## config.mk

```make
export PLATFORM = sky130hd
export DESIGN_NAME = stepper_trapezoid_ramp_core
export DESIGN_NICKNAME = d
export VERILOG_FILES = /design/src/hw/rtl/str_ramp_pkg.sv /design/src/hw/rtl/str_ramp_cfg.sv /design/src/hw/rtl/str_ramp_update.sv /design/src/hw/rtl/stepper_trapezoid_ramp_core.sv
export SDC_FILE = /design/constraint.sdc
export NUM_CORES = 1
export LEC_CHECK = 0
export BUFFER_PORTS_ARGS = -buffer_cell sky130_fd_sc_hd__buf_2
export CORE_UTILIZATION = 41
export DETAILED_ROUTE_END_ITERATION = 10
export GPL_TIMING_DRIVEN = 0
export HOLD_SLACK_MARGIN = 0.02
export PLACE_DENSITY_LB_ADDON = 0.08
export SLEW_MARGIN = 20
export SYNTH_ARGS = -nofsm -noshare
export SYNTH_HDL_FRONTEND = slang
export SYNTH_SLANG_ARGS = --single-unit
```

## constraint.sdc

```tcl
create_clock -name clk -period 8.77 [get_ports clk]
set_input_delay 1.3155 -clock clk [delete_from_list [all_inputs] [get_ports clk]]
set_output_delay 1.3155 -clock clk [all_outputs]
set_load 0.01 [all_outputs]
```

## src/hw/rtl/str_ramp_pkg.sv

```systemverilog
`timescale 1ns / 1ps

package str_ramp_pkg;

	// item kinds
	localparam logic [1:0] FUNC_TICK  = 2'd0;
	localparam logic [1:0] FUNC_MOVE  = 2'd1;
	localparam logic [1:0] FUNC_LIMIT = 2'd2;

	// stored position codes
	localparam logic [1:0] POS_HOME    = 2'd0;
	localparam logic [1:0] POS_AWAY    = 2'd1;
	localparam logic [1:0] POS_UNKNOWN = 2'd2;

	// configuration register indexes
	localparam logic [1:0] CFG_START_PERIOD = 2'd0;
	localparam logic [1:0] CFG_END_PERIOD   = 2'd1;
	localparam logic [1:0] CFG_TOGGLES      = 2'd2;
	localparam logic [1:0] CFG_TOTAL_UNITS  = 2'd3;

	// register reset values
	localparam logic [15:0] RST_START_PERIOD = 16'd120;
	localparam logic [15:0] RST_END_PERIOD   = 16'd20;
	localparam logic [15:0] RST_TOGGLES      = 16'd100;
	localparam logic [15:0] RST_TOTAL_UNITS  = 16'd200;

	// units of deceleration before the end of a move
	localparam int DECEL_SPAN = 20;

	typedef struct packed {
		logic [15:0] start_period;
		logic [15:0] end_period;
		logic [15:0] toggles_per_unit;
		logic [15:0] total_units;
	} cfg_t;

	typedef struct packed {
		logic        enable;
		logic        direction;
		logic        pulse;
		logic        running;
		logic [1:0]  position;
		logic [15:0] period;
	} ctrl_t;

endpackage

```

## src/hw/rtl/str_ramp_cfg.sv

```systemverilog
`timescale 1ns / 1ps

module str_ramp_cfg import str_ramp_pkg::*; (
	input  logic        clk,
	input  logic        arst_n,
	input  logic        cfg_we,
	input  logic [1:0]  cfg_index,
	input  logic [15:0] cfg_data,
	output cfg_t        cfg
);

	cfg_t cfg_q;

	// register write decode
	always_ff @(posedge clk or negedge arst_n) begin
		if (!arst_n) begin
			cfg_q.start_period     <= RST_START_PERIOD;
			cfg_q.end_period       <= RST_END_PERIOD;
			cfg_q.toggles_per_unit <= RST_TOGGLES;
			cfg_q.total_units      <= RST_TOTAL_UNITS;
		end else if (cfg_we) begin
			case (cfg_index)
				CFG_START_PERIOD: cfg_q.start_period     <= cfg_data;
				CFG_END_PERIOD:   cfg_q.end_period       <= cfg_data;
				CFG_TOGGLES:      cfg_q.toggles_per_unit <= cfg_data;
				CFG_TOTAL_UNITS:  cfg_q.total_units      <= cfg_data;
				default: ;
			endcase
		end
	end

	assign cfg = cfg_q;

endmodule

```

## src/hw/rtl/str_ramp_update.sv

```systemverilog
`timescale 1ns / 1ps

module str_ramp_update import str_ramp_pkg::*; #(
	parameter int COUNT_WIDTH = 16
) (
	input  logic [1:0]             func,
	input  logic                   move_direction,
	input  logic                   limit_level,
	input  cfg_t                   cfg,
	input  ctrl_t                  ctrl_cur,
	input  logic [COUNT_WIDTH-1:0] tick_cur,
	input  logic [COUNT_WIDTH-1:0] toggle_cur,
	input  logic [COUNT_WIDTH-1:0] unit_cur,
	output ctrl_t                  ctrl_nxt,
	output logic [COUNT_WIDTH-1:0] tick_nxt,
	output logic [COUNT_WIDTH-1:0] toggle_nxt,
	output logic [COUNT_WIDTH-1:0] unit_nxt
);

	// compare width: room for the wider operand plus a sign
	localparam int EW = ((COUNT_WIDTH > 16) ? COUNT_WIDTH : 16) + 2;

	logic [COUNT_WIDTH-1:0] tick_inc;
	logic [COUNT_WIDTH-1:0] toggle_inc;
	logic [COUNT_WIDTH-1:0] unit_inc;
	logic [EW-1:0]          unit_ext;
	logic [EW-1:0]          accel_lim;
	logic [EW-1:0]          decel_lo;
	logic [EW-1:0]          total_ext;
	logic                   tick_over;
	logic                   toggle_over;
	logic                   in_accel;
	logic                   in_decel;
	logic                   past_total;

	assign tick_inc   = tick_cur + COUNT_WIDTH'(1);
	assign toggle_inc = toggle_cur + COUNT_WIDTH'(1);
	assign unit_inc   = unit_cur + COUNT_WIDTH'(1);

	assign unit_ext  = EW'(unit_inc);
	assign total_ext = EW'(cfg.total_units);
	assign accel_lim = EW'(cfg.start_period) - EW'(cfg.end_period);
	assign decel_lo  = total_ext - EW'(DECEL_SPAN);

	assign tick_over   = EW'(tick_inc) > EW'(ctrl_cur.period);
	assign toggle_over = EW'(toggle_inc) > EW'(cfg.toggles_per_unit);
	assign in_accel    = $signed(unit_ext) < $signed(accel_lim);
	assign in_decel    = ($signed(unit_ext) > $signed(decel_lo))
		&& ($signed(unit_ext) < $signed(total_ext));
	assign past_total  = unit_ext > total_ext;

	// next state for one request
	always_comb begin
		ctrl_nxt   = ctrl_cur;
		tick_nxt   = tick_cur;
		toggle_nxt = toggle_cur;
		unit_nxt   = unit_cur;
		case (func)
			FUNC_TICK: begin
				if (ctrl_cur.running) begin
					if (!tick_over) begin
						tick_nxt = tick_inc;
					end else begin
						tick_nxt       = '0;
						ctrl_nxt.pulse = ~ctrl_cur.pulse;
						if (!toggle_over) begin
							toggle_nxt = toggle_inc;
						end else begin
							toggle_nxt = '0;
							unit_nxt   = unit_inc;
							// speed profile step per progress unit
							if (in_accel) begin
								if (ctrl_cur.period > cfg.end_period) begin
									ctrl_nxt.period = ctrl_cur.period - 16'd1;
								end
							end else if (in_decel) begin
								if (ctrl_cur.period < cfg.start_period) begin
									ctrl_nxt.period = ctrl_cur.period + 16'd1;
								end
							end else if (past_total) begin
								unit_nxt         = '0;
								ctrl_nxt.enable  = 1'b0;
								ctrl_nxt.period  = cfg.start_period;
								ctrl_nxt.running = 1'b0;
							end
						end
					end
				end
			end
			FUNC_MOVE: begin
				if (!ctrl_cur.running && ({1'b0, move_direction} != ctrl_cur.position)) begin
					ctrl_nxt.direction = move_direction;
					ctrl_nxt.enable    = 1'b1;
					ctrl_nxt.period    = cfg.start_period;
					ctrl_nxt.position  = {1'b0, move_direction};
					ctrl_nxt.running   = 1'b1;
				end
			end
			FUNC_LIMIT: begin
				if (!ctrl_cur.direction && !limit_level) begin
					unit_nxt          = '0;
					ctrl_nxt.enable   = 1'b0;
					ctrl_nxt.period   = cfg.start_period;
					ctrl_nxt.running  = 1'b0;
					ctrl_nxt.position = POS_HOME;
				end
			end
			default: ;
		endcase
	end

endmodule

```

## src/hw/rtl/stepper_trapezoid_ramp_core.sv

```systemverilog
`timescale 1ns / 1ps

// channel   handshake             payload
// in        in_valid / in_ready   func, move_direction, limit_level
// out       out_valid / out_ready motor_enable, motor_direction, step_pulse,
//                                 busy_res, at_position, current_period
// cfg       cfg_we                cfg_index, cfg_data
//
// a request is taken into an input register, and the next state and its
// result are formed into the result register as the request leaves it
// one request per cycle sustained while the result register is not stalled
// reset clears the motion state and loads the register reset values
// a stalled result register holds the input register, and in_ready drops
// only when both are full

module stepper_trapezoid_ramp_core import str_ramp_pkg::*; #(
	parameter int COUNT_WIDTH = 16
) (
	input  logic        clk,
	input  logic        arst_n,
	input  logic        in_valid,
	output logic        in_ready,
	input  logic [1:0]  func,
	input  logic        move_direction,
	input  logic        limit_level,
	output logic        out_valid,
	input  logic        out_ready,
	output logic        motor_enable,
	output logic        motor_direction,
	output logic        step_pulse,
	output logic        busy_res,
	output logic [1:0]  at_position,
	output logic [15:0] current_period,
	input  logic        cfg_we,
	input  logic [1:0]  cfg_index,
	input  logic [15:0] cfg_data
);

	cfg_t                   cfg;
	ctrl_t                  ctrl_q;
	ctrl_t                  ctrl_nxt;
	logic [COUNT_WIDTH-1:0] tick_q;
	logic [COUNT_WIDTH-1:0] toggle_q;
	logic [COUNT_WIDTH-1:0] unit_q;
	logic [COUNT_WIDTH-1:0] tick_nxt;
	logic [COUNT_WIDTH-1:0] toggle_nxt;
	logic [COUNT_WIDTH-1:0] unit_nxt;

	logic       valid_s1;
	logic [1:0] func_s1;
	logic       dir_s1;
	logic       level_s1;
	logic       valid_s2;
	ctrl_t      res_s2;
	logic       advance;

	str_ramp_cfg u_cfg (
		.clk       (clk),
		.arst_n    (arst_n),
		.cfg_we    (cfg_we),
		.cfg_index (cfg_index),
		.cfg_data  (cfg_data),
		.cfg       (cfg)
	);

	str_ramp_update #(
		.COUNT_WIDTH (COUNT_WIDTH)
	) u_update (
		.func           (func_s1),
		.move_direction (dir_s1),
		.limit_level    (level_s1),
		.cfg            (cfg),
		.ctrl_cur       (ctrl_q),
		.tick_cur       (tick_q),
		.toggle_cur     (toggle_q),
		.unit_cur       (unit_q),
		.ctrl_nxt       (ctrl_nxt),
		.tick_nxt       (tick_nxt),
		.toggle_nxt     (toggle_nxt),
		.unit_nxt       (unit_nxt)
	);

	// stage 1 moves on when the result register is free or being drained
	assign advance  = !valid_s2 || out_ready;
	assign in_ready = !valid_s1 || advance;

	// input register
	always_ff @(posedge clk or negedge arst_n) begin
		if (!arst_n) begin
			valid_s1 <= 1'b0;
		end else if (in_ready) begin
			valid_s1 <= in_valid;
		end
	end

	always_ff @(posedge clk) begin
		if (in_ready && in_valid) begin
			func_s1  <= func;
			dir_s1   <= move_direction;
			level_s1 <= limit_level;
		end
	end

	// motion state, updated as a request leaves stage 1
	always_ff @(posedge clk or negedge arst_n) begin
		if (!arst_n) begin
			ctrl_q.enable    <= 1'b0;
			ctrl_q.direction <= 1'b0;
			ctrl_q.pulse     <= 1'b0;
			ctrl_q.running   <= 1'b0;
			ctrl_q.position  <= POS_UNKNOWN;
			ctrl_q.period    <= RST_START_PERIOD;
			tick_q           <= '0;
			toggle_q         <= '0;
			unit_q           <= '0;
		end else if (valid_s1 && advance) begin
			ctrl_q   <= ctrl_nxt;
			tick_q   <= tick_nxt;
			toggle_q <= toggle_nxt;
			unit_q   <= unit_nxt;
		end
	end

	// result register
	always_ff @(posedge clk or negedge arst_n) begin
		if (!arst_n) begin
			valid_s2 <= 1'b0;
		end else if (advance) begin
			valid_s2 <= valid_s1;
		end
	end

	always_ff @(posedge clk) begin
		if (valid_s1 && advance) begin
			res_s2 <= ctrl_nxt;
		end
	end

	assign out_valid       = valid_s2;
	assign motor_enable    = res_s2.enable;
	assign motor_direction = res_s2.direction;
	assign step_pulse      = res_s2.pulse;
	assign busy_res        = res_s2.running;
	assign at_position     = res_s2.position;
	assign current_period  = res_s2.period;

`ifndef SYNTHESIS
	// driver is powered exactly while a move runs
	a_enable_running: assert property (@(posedge clk) disable iff (!arst_n)
		ctrl_q.enable == ctrl_q.running)
		else $error("enable and running disagree");

	// position code 3 never appears
	a_position_code: assert property (@(posedge clk) disable iff (!arst_n)
		ctrl_q.position != 2'd3)
		else $error("invalid position code");

	// an empty result register never blocks the input
	a_ready_free: assert property (@(posedge clk) disable iff (!arst_n)
		!valid_s2 |-> in_ready)
		else $error("input stalled with free result register");

	// a request in stage 1 reaches an empty result register next cycle
	a_no_loss: assert property (@(posedge clk) disable iff (!arst_n)
		valid_s1 && !valid_s2 |=> valid_s2)
		else $error("request lost between stages");
`endif

endmodule
```

# After elaboration in Yosys (flattened, before gate mapping)
# Cells that the tools add are included.
[totals]
out_inout_bits = 24
elab_cells = 112
regBits = 162
[op_classes]
magnitude_cmp = 8
mux = 40
bitwise_logic = 1
n_reduce_logical = 22
eq_ne = 10
n_addsub = 7
[op_table]
columns = ["op", "count"]
rows = [
  ["16-bit 2-to-1 mux", 17],
  ["16-bit by 1-bit adder with 16-bit output (second input constant)", 4],
  ["16-bit greater-than comparator", 4],
  ["16-bit case mux with 3 select lines", 1],
  ["19-bit 2-to-1 mux", 2],
  ["16-bit less-than comparator", 2],
  ["16-bit case mux with 2 select lines", 1],
  ["17-bit by 18-bit greater-than comparator with 1-bit output", 1],
  ["17-bit by 18-bit less-than comparator with 1-bit output", 1],
  ["16-bit by 16-bit subtractor with 17-bit output", 1],
  ["16-bit by 5-bit subtractor with 17-bit output (second input constant)", 1],
  ["16-bit by 1-bit subtractor with 16-bit output (second input constant)", 1],
  ["1-bit 2-to-1 mux", 13],
  ["2-bit AND reduction", 4],
  ["2-bit == test (second input constant)", 3],
  ["2-bit 2-to-1 mux", 3],
  ["2-bit by 1-bit != test with 1-bit output (second input constant)", 3],
  ["1-bit case mux with 3 select lines", 2],
  ["6-bit AND reduction", 1],
  ["1-bit logical AND", 5],
  ["1-bit logical NOT", 5],
  ["2-bit by 1-bit == test with 1-bit output (second input constant)", 2],
  ["2-bit logical NOT", 2],
  ["2-bit case mux with 2 select lines", 1],
  ["7 further kinds", 8],
]

# Logic depth before layout (Yosys ltp)
[logic_depth]
word_depth = 9
depth_mapped = 23
ltp_nobuf = 21

# Hierarchy
# From an unflattened synthesis, not the netlist that was laid out.
[hier_totals]
cells_unflattened = 1362
area_unflattened_um2 = 12901.1
[by_module_without_submodules]
columns = ["module", "cells_per_inst", "area_each_um2", "instances", "seq_area_each_um2"]
rows = [
  ["str_ramp_update", 1044, 6964.2, 1, 0.0],
  ["stepper_trapezoid_ramp_core", 182, 3510.9, 1, 2588.7],
  ["str_ramp_cfg", 136, 2426.1, 1, 1616.6],
]

# Least setup slack after synthesis
# Ideal clock, no wire load.
[synth_path]
path_type = "register to register"
startpoint = "register unit_q[0]"
endpoint = "register ctrl_q[9] in the netlist's numbering"
required_time_ps = 8647
setup_ps = 123
n_path_buf = 2
stages_incl_launch_ff = 20
arrival_time_ps = 4709
synth_period_minus_slack_ps = 4832
path_slack_ps = 3938
cell_sequence = "dfrtp_1 ha_1 and3_1 and3_1 and3_1 and3_1 clkbuf_1 nand3_1 xnor2_1 ha_1 nand4_1 nor2_1 o2bb2ai_1 or3_1 or3_1 clkbuf_2 or4_1 a31oi_1 or4b_1 o221a_2"
[synth_between]
elab_chain_cells = 9
[synth_lines]
columns = ["item", "line", "rtl"]
rows = [
  ["from (decl)", "stepper_trapezoid_ramp_core.sv:44", "logic [COUNT_WIDTH-1:0] unit_q;"],
  ["from (signal assigned)", "stepper_trapezoid_ramp_core.sv:120", "unit_q <= unit_nxt;"],
  ["16-bit by 1-bit adder with 16-bit output (*)", "str_ramp_update.sv:38", "assign unit_inc = unit_cur + COUNT_WIDTH'(1);"],
  ["16-bit greater-than comparator (tied with other cells)", "str_ramp_update.sv:50", "assign past_total = unit_ext > total_ext;"],
  ["16-bit 2-to-1 mux or 1-bit logical AND (tied branches)", "str_ramp_update.sv:80, str_ramp_update.sv:49", ""],
  ["16-bit 2-to-1 mux", "str_ramp_update.sv:76", "end else if (in_decel) begin"],
  ["16-bit 2-to-1 mux (*)", "str_ramp_update.sv:72", "if (in_accel) begin"],
  ["16-bit 2-to-1 mux (*)", "str_ramp_update.sv:66", "if (!toggle_over) begin"],
  ["16-bit 2-to-1 mux (*)", "str_ramp_update.sv:61", "if (!tick_over) begin"],
  ["16-bit 2-to-1 mux (*)", "str_ramp_update.sv:60", "if (ctrl_cur.running) begin"],
  ["16-bit case mux with 3 select lines (*)", "str_ramp_update.sv:58", "case (func)"],
  ["to (signal assigned)", "stepper_trapezoid_ramp_core.sv:117", "ctrl_q <= ctrl_nxt;"],
  ["to (decl)", "stepper_trapezoid_ramp_core.sv:40", "ctrl_t ctrl_q;"],
]
# Every way passes the cells marked *; elsewhere a longest branch is shown, timed or not.
# A chain may end at the register's enable or synchronous reset.

# Final worst setup path
[layout_path]
startpoint = "register u_cfg.cfg_q (netlist bit u_cfg.cfg[49])"
endpoint = "register unit_q[10]"
[layout_between]
elab_chain_cells = 7
[layout_lines]
columns = ["item", "line", "rtl"]
rows = [
  ["from (decl)", "str_ramp_cfg.sv:12", "cfg_t cfg_q;"],
  ["16-bit by 16-bit subtractor with 17-bit output", "str_ramp_update.sv:42", "assign accel_lim = EW'(cfg.start_period) - EW'(cfg.end_period);"],
  ["17-bit by 18-bit less-than comparator with 1-bit output", "str_ramp_update.sv:47", "assign in_accel = $signed(unit_ext) < $signed(accel_lim);"],
  ["16-bit 2-to-1 mux", "str_ramp_update.sv:72", ""],
  ["16-bit 2-to-1 mux", "str_ramp_update.sv:66", ""],
  ["16-bit 2-to-1 mux", "str_ramp_update.sv:61", ""],
  ["16-bit 2-to-1 mux", "str_ramp_update.sv:60", ""],
  ["16-bit case mux with 2 select lines", "str_ramp_update.sv:58", ""],
]
# No other way between the ends. The select of a mux whose other input is x is not followed.

==> results.md <==
* Status: completed
* Gpl congestion at 0.929
* Dpl ws at approximately 2.4 ns
* Synth Area in Adders at 13.9%
* Hold_buf cts at 0
* WP buf/inv at 2
* Maximum clock frequency at 0.156 GHz
* TritonCTS Buffers at 17
* Fraction of registers with async set/reset at a little over four fifths
* DRT Pass-1 Iters at 5
* Fill cells at 2,854
* Cell area after layout at 13,600 sq um
* Post-synth top area share at about a quarter
* Die width at around 170 um
* Area leader, netlist: dfrtp_1
* Post-Route WL at approximately 37,000 um
* Post-DP Area at 13,000 sq um
* Post-synth cell types at 78
* Post_cts resized at 0
* Yosys reg bits at 162
* DP HPWL at 28,800 um
* Vias at 10,525
* Max-slew violation count at 0
* Worst r2r src: u_cfg.cfg[49]
* Unrepaired setup endpoints after global routing: false
* Maxcap violations at 0
* Worst-path clk slew at 0.08 ns
* Ant diodes at 0
* Final WS setup at approximately 2.4 ns
* Leakage Power at 6.08 nW
* Sequential cell area at around 4200 sq um
* Post-CTS Repair Setup Buffers at 0
* Post-DRT Antenna Nets at 0
* CP top delay family: compound AO/OA/AOI/OAI gates
* Seq/Total Area, Yosys at 34.6%
* Post-Synthesis Cells at 1,358
* Number of DRC markers in iteration 0 at about 900
* Hold Violations, Final at 0
* Initial Utilization at 42.0%
* Area of the multi-input gates at 7430 sq um
* CP most frequent cell: o21ai_0
* Post-synthesis mux area share at 5.35%
* HP Class: reg -> reg
* Die area at between 30,000 and 40,000 sq um
* Synth warnings at 0
* Sink Count at 162
* Global-route wire length before repair at 58,700 um
* Largest family of logic cells by synthesized area: compound AO/OA/AOI/OAI gates
* GRT Total Usage at roughly 25%
* Post-Synth XOR/XNOR Area at 5.69%
* Critical Path AT at around 6.8 ns
* Post-Syn Nets at approximately 1,500
* Row count at 62
* Slew margin rel. at 26.1%
* CP Data Required Time at slightly above 9 ns
* Final setup fails at 0
* Mapped cell area at 12,200 sq um
* Tcrit/Tclk final at 73.1%
* Layout cell share with drive strength beyond 1 at between 10 and 15%
* Routed vias/inst at just under 6
* Setup TNS at 0 ns
* Area Overhead vs Synth at 11.7%
* DR DRC count at 0
* Tmin final at 6.41 ns
* Max H-tree Level at 4
* Critical path startpoint category: register
* Nets at 1,592
* CORE AREA at 28,900 sq um
* CTS tree: built
* Total gr overflow at 0
* Peak supply drop at between 150 and 200 uV
* Post-synth top flop: dfrtp_1
* Largest net degree at the start of global routing at 71
* Syn_area_per_cell at 8.96 sq um
* I/O pins at 51
* Simple-gate share of the synthesized area at 16.8%
* Synth area leaders: dfrtp_1 24%, ha_1 14%, edfxtp_1 6.4%
* Crit path launch: u_cfg.cfg[49]
* Crit path kind: reg -> reg
* Crit-path max FO at 10
* Number of port buffers at 50
* Vias in the first global route at ~10,000
* PwrDens at 214 nW/um^2
* Clock root buffer: clkbuf_16
* Die height at 174 um
* Clk_skew at 0.0184 ns
* Compound-Gate Fraction of Synth Area at 19.0%
* Worst slew pin tran at 1.10 ns
* Max Root-Sink Buffers at 2
* Slowest CP cell: nor3_1
* EDFF count, synth at 26
* Worst setup EP type: register
* Hold Startpoint: ctrl_q[17]
* Clk Latency, worst-skew pair at ~0.47 ns
* Crit-path max cell delay at 0.70 ns
* Worst path cell trace: ha_1 > nor2b_1 > o21ai_0 > a21boi_0 > o21ai_0 > a211oi_1 > o31a_1 > a221o_1 > a21oi_1 > xor2_1 > ha_1 > nand4_1 > a211oi_1 > a221oi_1 > o21ai_0 > a211o_1 > clkbuf_1 > and2_1 > nor3_1 > clkbuf_1 > nand2_1 > o21ai_0
* Initial antenna violation count at 2
* Drt wl/cell at 20.4 um
## power by group
| group | leakage, nW | total [mW] | switching, mW | internal (mW) |
|---|---|---|---|---|
| Sequential | 1.96 | 1.03 | 0.136 | 0.894 |
| Clock | 0.294 | 0.790 | 0.376 | 0.414 |
| Combinational | 3.82 | 1.08 | 0.652 | 0.431 |
| Total | 6.08 | 2.90 | 1.16 | 1.74 |
## worst reg2reg max path: stages (launching register included)
cell and delay [ns]:
dfrtp_1 0.51, ha_1 0.29, nor2b_1 0.12, o21ai_0 0.20, a21boi_0 0.13, o21ai_0 0.34
a211oi_1 0.21, o31a_1 0.36, a221o_1 0.31, a21oi_1 0.18, xor2_1 0.26, ha_1 0.29
nand4_1 0.10, a211oi_1 0.07, a221oi_1 0.26, o21ai_0 0.18, a211o_1 0.39, clkbuf_1 0.36
and2_1 0.30, nor3_1 0.70, clkbuf_1 0.50, nand2_1 0.10, o21ai_0 0.17
## Yosys cell counts, types with 26 or more instances
cell      instances
edfxtp_1         26
inv_1           101
and3_1           26
dfrtp_1         119
a21oi_1          63
xnor2_1          50
nand4_1          27
xor2_1           29
ha_1            134
mux2_2           56
clkbuf_1         44
nand3_1          46
nand2_1         152
nor2_1           57
o21ai_0         132
## flip-flops by register name, summed over array words and instances (netlist names)
name and flops:
u_cfg.cfg 64, ctrl_q 22, current_period 16, tick_q 16, toggle_q 16, unit_q 16
at_position 2, func_s1 2, busy_res 1, dir_s1 1, level_s1 1, motor_direction 1
motor_enable 1, out_valid 1, step_pulse 1, valid_s1 1
## cells in the final DEF, fill, tap and decap left out, drive strengths merged, types with 10 or more instances in the layout
cell type and n:
xnor2 50, nand3 46, a211oi 15, and3 26
and2 10, clkbuf 63, xor2 29, a21oi 63
nor2b 13, buf 56, o21ai 132, ha 134
edfxtp 26, dfrtp 119, mux2 56, o31ai 15
a21o 11, nand4 27, nor3 22, nand2 152
o22ai 11, dfstp 17, inv 110, nor2 57
nand2b 16, a31oi 14, nor4 10
## final timing paths
kind / to / slack [ns] / cells after the start
worst max-delay path: unit_q[10] / 2.36 / 22
worst min-delay path: ctrl_q[17] / 0.51 / 1
worst max register to register: unit_q[10] / 2.36 / 22
worst min register to register: ctrl_q[17] / 0.51 / 1
max in group asynchronous: ctrl_q[17] / 7.19 / 2
min in group asynchronous: unit_q[14] / 0.80 / 1
## routing by layer
layer / up-vias / share of wire (%) / global-route usage [%]
li1: 5108 / - / -
met1: 5079 / 48 / 34.9
met2: 295 / 45 / 39.7
met3: 43 / 5.5 / 5.25
met4: 0 / 2.0 / 7.31
met5: - / 0 / 0
## layout make-up
| type | instances | area share [%] |
|---|---|---|
| Clock buffer | 18 | 3.23 |
| Tap cell | 384 | 3.54 |
| Clock inverter | 14 | 1.17 |
| Inverter | 101 | 2.79 |
| Sequential cell | 162 | 31.0 |
| Buffer | 48 | 1.35 |
| Multi-Input combinational cell | 1047 | 54.7 |
| Timing Repair Buffer | 53 | 2.23 |
## metrics by stage
step / hold slack, ns / std cells / power, mW / util [%]
floorplan: 0.457 / 1358 / 1.76 / -
global placement: 0.487 / 1792 / 2.09 / 44.6
detailed placement: 0.492 / 1795 / 2.11 / 44.9
CTS: 0.505 / 1827 / 2.91 / 46.9
global route: 0.515 / 1827 / 3.10 / 46.9
finish: 0.506 / 1827 / 2.90 / 46.9
## logic make-up after synthesis
| group | after synthesis |
|---|---|
| muxes | 58 |
| xor gates and xnor gates | 79 |
| DFF | 162 |
| and+or+nand+nor | 414 |
| adders and majority gates | 135 |
| buffers and inverters | 149 |
| AOI/OAI and AO/OA | 361 |
No activity file was read; power rests on OpenSTA's default activity.
